<file path="src/hdl/xsh_pkg.sv">
// types, codes and line symbols for the xmodem sender handshake
// used by xsh_step and xmodem_sender_handshake_unit; depends on nothing
package xsh_pkg;

  // line symbols
  localparam logic [7:0] SYM_ACK   = 8'h06;
  localparam logic [7:0] SYM_NAK   = 8'h15;
  localparam logic [7:0] SYM_CAN   = 8'h18;
  localparam logic [7:0] SYM_CRC   = 8'h43;
  localparam logic [7:0] SYM_GMODE = 8'h47;

  // request kinds
  localparam logic [2:0] KIND_START   = 3'd0;
  localparam logic [2:0] KIND_BLOCK   = 3'd1;
  localparam logic [2:0] KIND_EOT     = 3'd2;
  localparam logic [2:0] KIND_BYTE    = 3'd3;
  localparam logic [2:0] KIND_TIMEOUT = 3'd4;
  localparam logic [2:0] KIND_ABORT   = 3'd5;

  // allowed_checks codes
  localparam logic [1:0] CHK_SUM_ONLY = 2'd0;
  localparam logic [1:0] CHK_CRC_ONLY = 2'd1;
  localparam logic [1:0] CHK_EITHER   = 2'd2;
  localparam logic [1:0] CHK_NONE     = 2'd3;

  // check methods
  localparam logic [1:0] METH_SUM  = 2'd0;
  localparam logic [1:0] METH_CRC  = 2'd1;
  localparam logic [1:0] METH_NONE = 2'd2;

  // configuration register indexes
  localparam logic [1:0] CFG_ALLOWED_CHECKS = 2'd0;
  localparam logic [1:0] CFG_ERROR_LIMIT    = 2'd1;

  localparam logic [1:0] ALLOWED_CHECKS_RST = CHK_EITHER;
  localparam logic [7:0] ERROR_LIMIT_RST    = 8'd10;

  typedef enum logic [1:0] {
    PH_IDLE  = 2'd0,
    PH_START = 2'd1,
    PH_BLOCK = 2'd2,
    PH_EOT   = 2'd3
  } phase_t;

  typedef enum logic [3:0] {
    ACT_NONE        = 4'd0,
    ACT_START_OK    = 4'd1,
    ACT_BLOCK_ACKED = 4'd2,
    ACT_RESEND_BLK  = 4'd3,
    ACT_RESEND_EOT  = 4'd4,
    ACT_COMPLETE    = 4'd5,
    ACT_NO_ACK      = 4'd6,
    ACT_REMOTE_CAN  = 4'd7,
    ACT_USER_ABORT  = 4'd8,
    ACT_TOO_MANY    = 4'd9,
    ACT_START_TMO   = 4'd10
  } action_t;

  typedef struct packed {
    logic [2:0] kind;
    logic [7:0] line_byte;
    logic       new_transfer;
  } in_item_t;

  typedef struct packed {
    logic [3:0]  action;
    logic [1:0]  check_method;
    logic [7:0]  phase_errors;
    logic [15:0] total_errors;
  } out_item_t;

  typedef struct packed {
    logic [1:0] allowed_checks;
    logic [7:0] error_limit;
  } cfg_t;

  typedef struct packed {
    phase_t      phase;
    logic        can_seen;
    logic [1:0]  method;
    logic [7:0]  try_count;
    logic [15:0] error_total;
  } hs_state_t;

endpackage

</file>
<file path="src/hdl/xsh_step.sv">
// next-state and action logic of the sender handshake for one request
// depends on xsh_pkg
module xsh_step (
  input  xsh_pkg::hs_state_t st,
  input  xsh_pkg::cfg_t      cfg,
  input  xsh_pkg::in_item_t  item,
  output xsh_pkg::hs_state_t st_nxt,
  output xsh_pkg::action_t   action
);
  import xsh_pkg::*;

  logic       is_byte;
  logic       is_can;
  logic       is_ack;
  logic [7:0] try_inc;
  logic       lim_hit;
  logic [15:0] total_inc;
  logic       s_ok;
  logic [1:0] s_method;
  logic       can_pair;
  logic       can_first;
  logic       blk_ack;

  // event decode shared by next state and action
  always_comb begin
    is_byte   = (item.kind == KIND_BYTE);
    is_can    = is_byte && (item.line_byte == SYM_CAN);
    is_ack    = is_byte && (item.line_byte == SYM_ACK);
    try_inc   = (st.try_count == 8'hFF) ? st.try_count : st.try_count + 8'd1;
    lim_hit   = (try_inc >= cfg.error_limit);
    total_inc = (st.error_total == 16'hFFFF) ? st.error_total
                                              : st.error_total + 16'd1;
    s_ok      = 1'b0;
    s_method  = st.method;
    if (is_byte && !st.can_seen) begin
      if (item.line_byte == SYM_NAK &&
          (cfg.allowed_checks inside {CHK_SUM_ONLY, CHK_EITHER})) begin
        s_ok     = 1'b1;
        s_method = METH_SUM;
      end else if (item.line_byte == SYM_CRC &&
                   (cfg.allowed_checks inside {CHK_CRC_ONLY, CHK_EITHER})) begin
        s_ok     = 1'b1;
        s_method = METH_CRC;
      end else if (item.line_byte == SYM_GMODE && cfg.allowed_checks == CHK_NONE) begin
        s_ok     = 1'b1;
        s_method = METH_NONE;
      end
    end
    can_pair  = is_can && st.can_seen;
    can_first = is_can && !st.can_seen;
    blk_ack   = is_ack && !st.can_seen;
  end

  // next state
  always_comb begin
    st_nxt = st;
    case (item.kind)
      KIND_START: begin
        st_nxt.phase     = PH_START;
        st_nxt.try_count = 8'd0;
        st_nxt.can_seen  = 1'b0;
        if (item.new_transfer) begin
          st_nxt.error_total = 16'd0;
        end
      end
      KIND_BLOCK: begin
        if (st.phase != PH_BLOCK) begin
          st_nxt.try_count = 8'd0;
        end
        st_nxt.can_seen = 1'b0;
        st_nxt.phase    = (st.method == METH_NONE) ? PH_IDLE : PH_BLOCK;
      end
      KIND_EOT: begin
        if (st.phase != PH_EOT) begin
          st_nxt.try_count = 8'd0;
        end
        st_nxt.can_seen = 1'b0;
        st_nxt.phase    = PH_EOT;
      end
      KIND_BYTE, KIND_TIMEOUT: begin
        case (st.phase)
          PH_START: begin
            st_nxt.can_seen = 1'b0;
            if (s_ok) begin
              st_nxt.method = s_method;
              st_nxt.phase  = PH_IDLE;
            end else if (can_first) begin
              st_nxt.can_seen = 1'b1;
            end else if (can_pair) begin
              st_nxt.phase = PH_IDLE;
            end else begin
              st_nxt.try_count = try_inc;
              if (lim_hit) begin
                st_nxt.phase = PH_IDLE;
              end
            end
          end
          PH_BLOCK: begin
            st_nxt.can_seen = 1'b0;
            if (can_pair || blk_ack) begin
              st_nxt.phase = PH_IDLE;
            end else if (can_first) begin
              st_nxt.can_seen = 1'b1;
            end else begin
              st_nxt.error_total = total_inc;
              st_nxt.try_count   = try_inc;
              if (lim_hit) begin
                st_nxt.phase = PH_IDLE;
              end
            end
          end
          PH_EOT: begin
            if (is_ack) begin
              st_nxt.phase = PH_IDLE;
            end else begin
              st_nxt.try_count = try_inc;
              if (lim_hit) begin
                st_nxt.phase = PH_IDLE;
              end
            end
          end
          default: begin
          end
        endcase
      end
      KIND_ABORT: begin
        if (st.phase != PH_IDLE) begin
          st_nxt.phase    = PH_IDLE;
          st_nxt.can_seen = 1'b0;
        end
      end
      default: begin
      end
    endcase
  end

  // action
  always_comb begin
    action = ACT_NONE;
    case (item.kind)
      KIND_BLOCK: begin
        if (st.method == METH_NONE) begin
          action = ACT_BLOCK_ACKED;
        end
      end
      KIND_BYTE, KIND_TIMEOUT: begin
        case (st.phase)
          PH_START: begin
            if (s_ok) begin
              action = ACT_START_OK;
            end else if (can_pair) begin
              action = ACT_REMOTE_CAN;
            end else if (!can_first && lim_hit) begin
              action = ACT_START_TMO;
            end
          end
          PH_BLOCK: begin
            if (can_pair) begin
              action = ACT_REMOTE_CAN;
            end else if (blk_ack) begin
              action = ACT_BLOCK_ACKED;
            end else if (can_first) begin
              action = ACT_NONE;
            end else begin
              action = lim_hit ? ACT_TOO_MANY : ACT_RESEND_BLK;
            end
          end
          PH_EOT: begin
            if (is_ack) begin
              action = ACT_COMPLETE;
            end else begin
              action = lim_hit ? ACT_NO_ACK : ACT_RESEND_EOT;
            end
          end
          default: begin
          end
        endcase
      end
      KIND_ABORT: begin
        if (st.phase != PH_IDLE) begin
          action = ACT_USER_ABORT;
        end
      end
      default: begin
      end
    endcase
  end

endmodule

</file>
<file path="src/hdl/xmodem_sender_handshake_unit.sv">
// xmodem / ymodem sender handshake controller, top level
// the result of an accepted request is registered in the output register
// throughput: one request per cycle while in_stall is low; state updates as the request is taken
// a result waiting in the output register holds the input only while out_stall is high
// synchronous active-low reset: idle phase, checksum method, counts zero,
// allowed_checks crc or checksum, error_limit ten
module xmodem_sender_handshake_unit (
  input  logic               clk,
  input  logic               rst_n,
  input  logic               in_valid,
  output logic               in_stall,
  input  xsh_pkg::in_item_t  in_data,
  output logic               out_valid,
  input  logic               out_stall,
  output xsh_pkg::out_item_t out_data,
  input  logic               cfg_valid,
  output logic               cfg_ready,
  input  logic [1:0]         cfg_index,
  input  logic [7:0]         cfg_data
);
  import xsh_pkg::*;

  cfg_t      cfg_r;
  hs_state_t st_r;
  hs_state_t st_nxt;
  action_t   act;
  logic      out_valid_r;
  out_item_t out_data_r;
  logic      accept;

  xsh_step u_step (
    .st     (st_r),
    .cfg    (cfg_r),
    .item   (in_data),
    .st_nxt (st_nxt),
    .action (act)
  );

  assign cfg_ready = 1'b1;
  assign in_stall  = out_valid_r & out_stall;
  assign accept    = in_valid & ~in_stall;
  assign out_valid = out_valid_r;
  assign out_data  = out_data_r;

  always_ff @(posedge clk) begin
    if (!rst_n) begin
      cfg_r.allowed_checks <= ALLOWED_CHECKS_RST;
      cfg_r.error_limit    <= ERROR_LIMIT_RST;
    end else if (cfg_valid) begin
      case (cfg_index)
        CFG_ALLOWED_CHECKS: cfg_r.allowed_checks <= cfg_data[1:0];
        CFG_ERROR_LIMIT:    cfg_r.error_limit    <= cfg_data;
        default: begin
        end
      endcase
    end
  end

  always_ff @(posedge clk) begin
    if (!rst_n) begin
      st_r.phase       <= PH_IDLE;
      st_r.can_seen    <= 1'b0;
      st_r.method      <= METH_SUM;
      st_r.try_count   <= 8'd0;
      st_r.error_total <= 16'd0;
      out_valid_r      <= 1'b0;
    end else begin
      if (accept) begin
        st_r        <= st_nxt;
        out_valid_r <= 1'b1;
      end else if (!out_stall) begin
        out_valid_r <= 1'b0;
      end
    end
  end

  // result payload, no reset needed
  always_ff @(posedge clk) begin
    if (accept) begin
      out_data_r.action       <= act;
      out_data_r.check_method <= st_nxt.method;
      out_data_r.phase_errors <= st_nxt.try_count;
      out_data_r.total_errors <= st_nxt.error_total;
    end
  end

endmodule

</file>
<file path="config.mk">
export PLATFORM = sky130hd
export DESIGN_NAME = xmodem_sender_handshake_unit
export DESIGN_NICKNAME = d
export VERILOG_FILES = /design/src/hdl/xsh_pkg.sv /design/src/hdl/xsh_step.sv /design/src/hdl/xmodem_sender_handshake_unit.sv
export SDC_FILE = /design/constraint.sdc
export NUM_CORES = 1
export LEC_CHECK = 0
export CORE_UTILIZATION = 56
export CTS_BUF_LIST = sky130_fd_sc_hd__clkbuf_4 sky130_fd_sc_hd__clkbuf_8
export CTS_CLUSTER_DIAMETER = 200
export DETAILED_ROUTE_END_ITERATION = 16
export DONT_BUFFER_PORTS = 1
export PLACE_DENSITY = 0.71
export REMOVE_ABC_BUFFERS = 1
export SETUP_SLACK_MARGIN = 0.2
export SLEW_MARGIN = 20
export SYNTH_ARGS = -nofsm -noshare
export SYNTH_HDL_FRONTEND = slang
export SYNTH_HIERARCHICAL = 1
export SYNTH_SLANG_ARGS = --single-unit
</file>
<file path="constraint.sdc">
create_clock -name clk -period 7.3 [get_ports clk]
set_input_delay 2.19 -clock clk [delete_from_list [all_inputs] [get_ports clk]]
set_output_delay 2.19 -clock clk [all_outputs]
set_load 0.005 [all_outputs]
</file>
==> metrics.txt <==
status finished clean; power density over the cells 180 nW/µm²; main flop type after synthesis dfxtp_1; Final Hold Slack 0.463 ns; number of flops mapped to enable cells by yosys 30; Port-buffer cells 0; asr flop ratio synth 0; crit path cell chain and2_1; DR WL/cell approximately 15 µm; fin nets 508; first-pass GRT wire length around 15000 µm; worst r2r src st_r[16]$_SDFFE_PN0P_; clock buffer depth 2; vias in the first global route 3188; Worst Setup End Kind output port; Post-Syn Area 4330 µm²; DR iter-0 viols 164; Final Setup Violations 0; clock transition at the registers of the reported paths roughly 0.08 ns; final worst path period need 4.54 ns; Rel. slew slack 0.411; Final Hold Vio Count 0; Mapped Cells 477; DP Area roughly 4300 µm²; DP Wirelength ~5600 µm; Hold Path Origin cfg_r[7]$_SDFFE_PN0P_; synth warn 6; post-synth top area cell edfxtp_1; grt total ovfl 0; Lkg Pwr about 1.7 nW; met1 Use GR 0.293; top post-synthesis cells by area edfxtp_1 21%, dfxtp_1 19%, mux2i_1 10%; Routability Congestion ~0.86; # IOs 60; drt pass-1 iters 4; dpl ws 2.74 ns; Worst Setup Start Kind input pin; fin cells roughly 570; core footprint 7370 µm²; hold path cells 2; CP startpoint out_stall; aggregate routed wire length about 8500 µm; post-synth top area share 0.208; f_max 220 MHz; row count 31; initial antenna violation count 0; final core occ 0.607; placed insts 552; post-CTS setup-driven buffer insertion count 0; Synth cell types 70; DRC viols 0; Crit path depth 1; Die Ht ~90 µm; Slowest cell on crit path and2_1; Worst Path Required 5.11 ns; Period Utilization, post-route 0.622; Seq/Total Area, Yosys 0.393; Synth Register Bits 70; TritonCTS clock tree built; Max Cap Viol 0; post_cts resized 0; worst-margin pin slew between 0.8 and 0.9 ns; path depth of the worst reg2reg path 13; largest net degree at the start of global routing 77; initial core utilization 0.587; H-tree depth 3; clock skew 0.0110 ns; die area 8080 µm²; routed vias 3374; CP arrival 2.35 ns; average size of a mapped cell just over 9 µm²; GRT met3 Usage 0.0525; grt peak-use layer met2; Max VDD drop 0.0000889 V; Die W 89.9 µm; Clock Sinks 70; setup repair after global routing missed its margin false; Final Cell Area around 4500 µm²; ANT cells 0; # fillers 659; P&R area growth vs syn 3.41%; crit-path leading delay family simple AND/OR/NAND/NOR gates; total track usage 0.222; Pwr Total 0.806 mW; CTS buffer count 9; ratio of cells with drive above 1 in the final layout 0.0853; slowest stage delay, CP 0.16 ns; worst-path fanout max 2; Buf/Inv on CP 0; critical path class in2out; via/cell ratio just under 6; clock insertion delay at the later pin of the skew report 0.36 ns; worst hold path class reg2reg; clk root buf clkbuf_8; ANT nets after route 0; Post-CTS Hold Buffers 0; Setup TNS Final 0 ns; Final Max Tran Viols 0; worst setup slack after layout 2.76 ns; grt met2 use 0.352
worst paths after layout:
kind | endpoint | slack, ns
hold reg to reg | cfg_r[7]$_SDFFE_PN0P_ | 0.46
setup reg to reg | out_data[27]$_DFFE_PP_ | 3.60
hold / removal | cfg_r[7]$_SDFFE_PN0P_ | 0.46
setup / recovery | in_stall | 2.76
kinds of logic after synthesis:
group                    count (synthesis)  synth area share
AO/OA/AOI/OAI                           96             0.156
flip-flops                              70             0.393
multiplexers                            46             0.107
other                                    1          0.000867
adder cells (fa/ha/maj)                 18            0.0515
buffers and inverters                   45            0.0602
XOR/XNOR                                 2           0.00405
AND/OR/NAND/NOR                        199             0.227
flip-flops by register name, summed over array words and instances (netlist names):
register,count
st_r,29
cfg_r,10
out_valid,1
out_data,30
layout make-up:
class                           count  area (µm²)  area share
Clock buffer                       10         131      0.0294
Clock inverter                      6        70.1      0.0157
Inverter                           20        75.1      0.0168
Multi-Input combinational cell    362        2360       0.528
Sequential cell                    70        1700       0.380
Tap cell                           99         124      0.0277
Timing Repair Buffer                1        7.51     0.00168
layout by cell type (no fill, tap or decap), types with 7 or more instances in the layout:
master	n
nand2_1	111
nor3_1	9
a22o_1	7
edfxtp_1	30
o21ai_0	21
nand3_1	12
and3_1	8
clkbuf_8	9
ha_1	17
dfxtp_1	40
inv_1	19
mux2i_1	45
nor2_1	17
a21oi_1	23
nor2b_1	7
a31oi_1	13
nand2b_1	7
synthesized netlist by cell type, drive strengths merged, types with 2 or more instances:
| cell | n |
|---|---|
| nand2 | 111 |
| mux2i | 45 |
| dfxtp | 40 |
| edfxtp | 30 |
| o21ai | 26 |
| a21oi | 23 |
| inv | 20 |
| nor2 | 20 |
| ha | 17 |
| a31oi | 14 |
| buf | 14 |
| nand3 | 12 |
| clkbuf | 11 |
| and3 | 9 |
| nor3 | 9 |
| a22o | 7 |
| nand2b | 7 |
| nor2b | 7 |
| o211ai | 4 |
| a21boi | 3 |
| a31o | 3 |
| and2 | 3 |
| nand4 | 3 |
| nor4 | 3 |
| o21a | 3 |
| a22oi | 2 |
| a311oi | 2 |
| and4 | 2 |
| nand3b | 2 |
| nor3b | 2 |
| o31ai | 2 |
| o41ai | 2 |
| or4 | 2 |
| or4b | 2 |
| xnor2 | 2 |
report_power, final:
group | switching [mW] | internal [mW]
combinational | 0.0379 | 0.0228
clock | 0.155 | 0.165
sequential | 0.00686 | 0.419
total | 0.200 | 0.606
per-layer routing:
layer	share of wire	up-vias
li1	-	1672
met4	0.022	0
met3	0.044	17
met1	0.48	1602
met5	0	-
met2	0.46	83
Power figures use the tool's default switching activity.
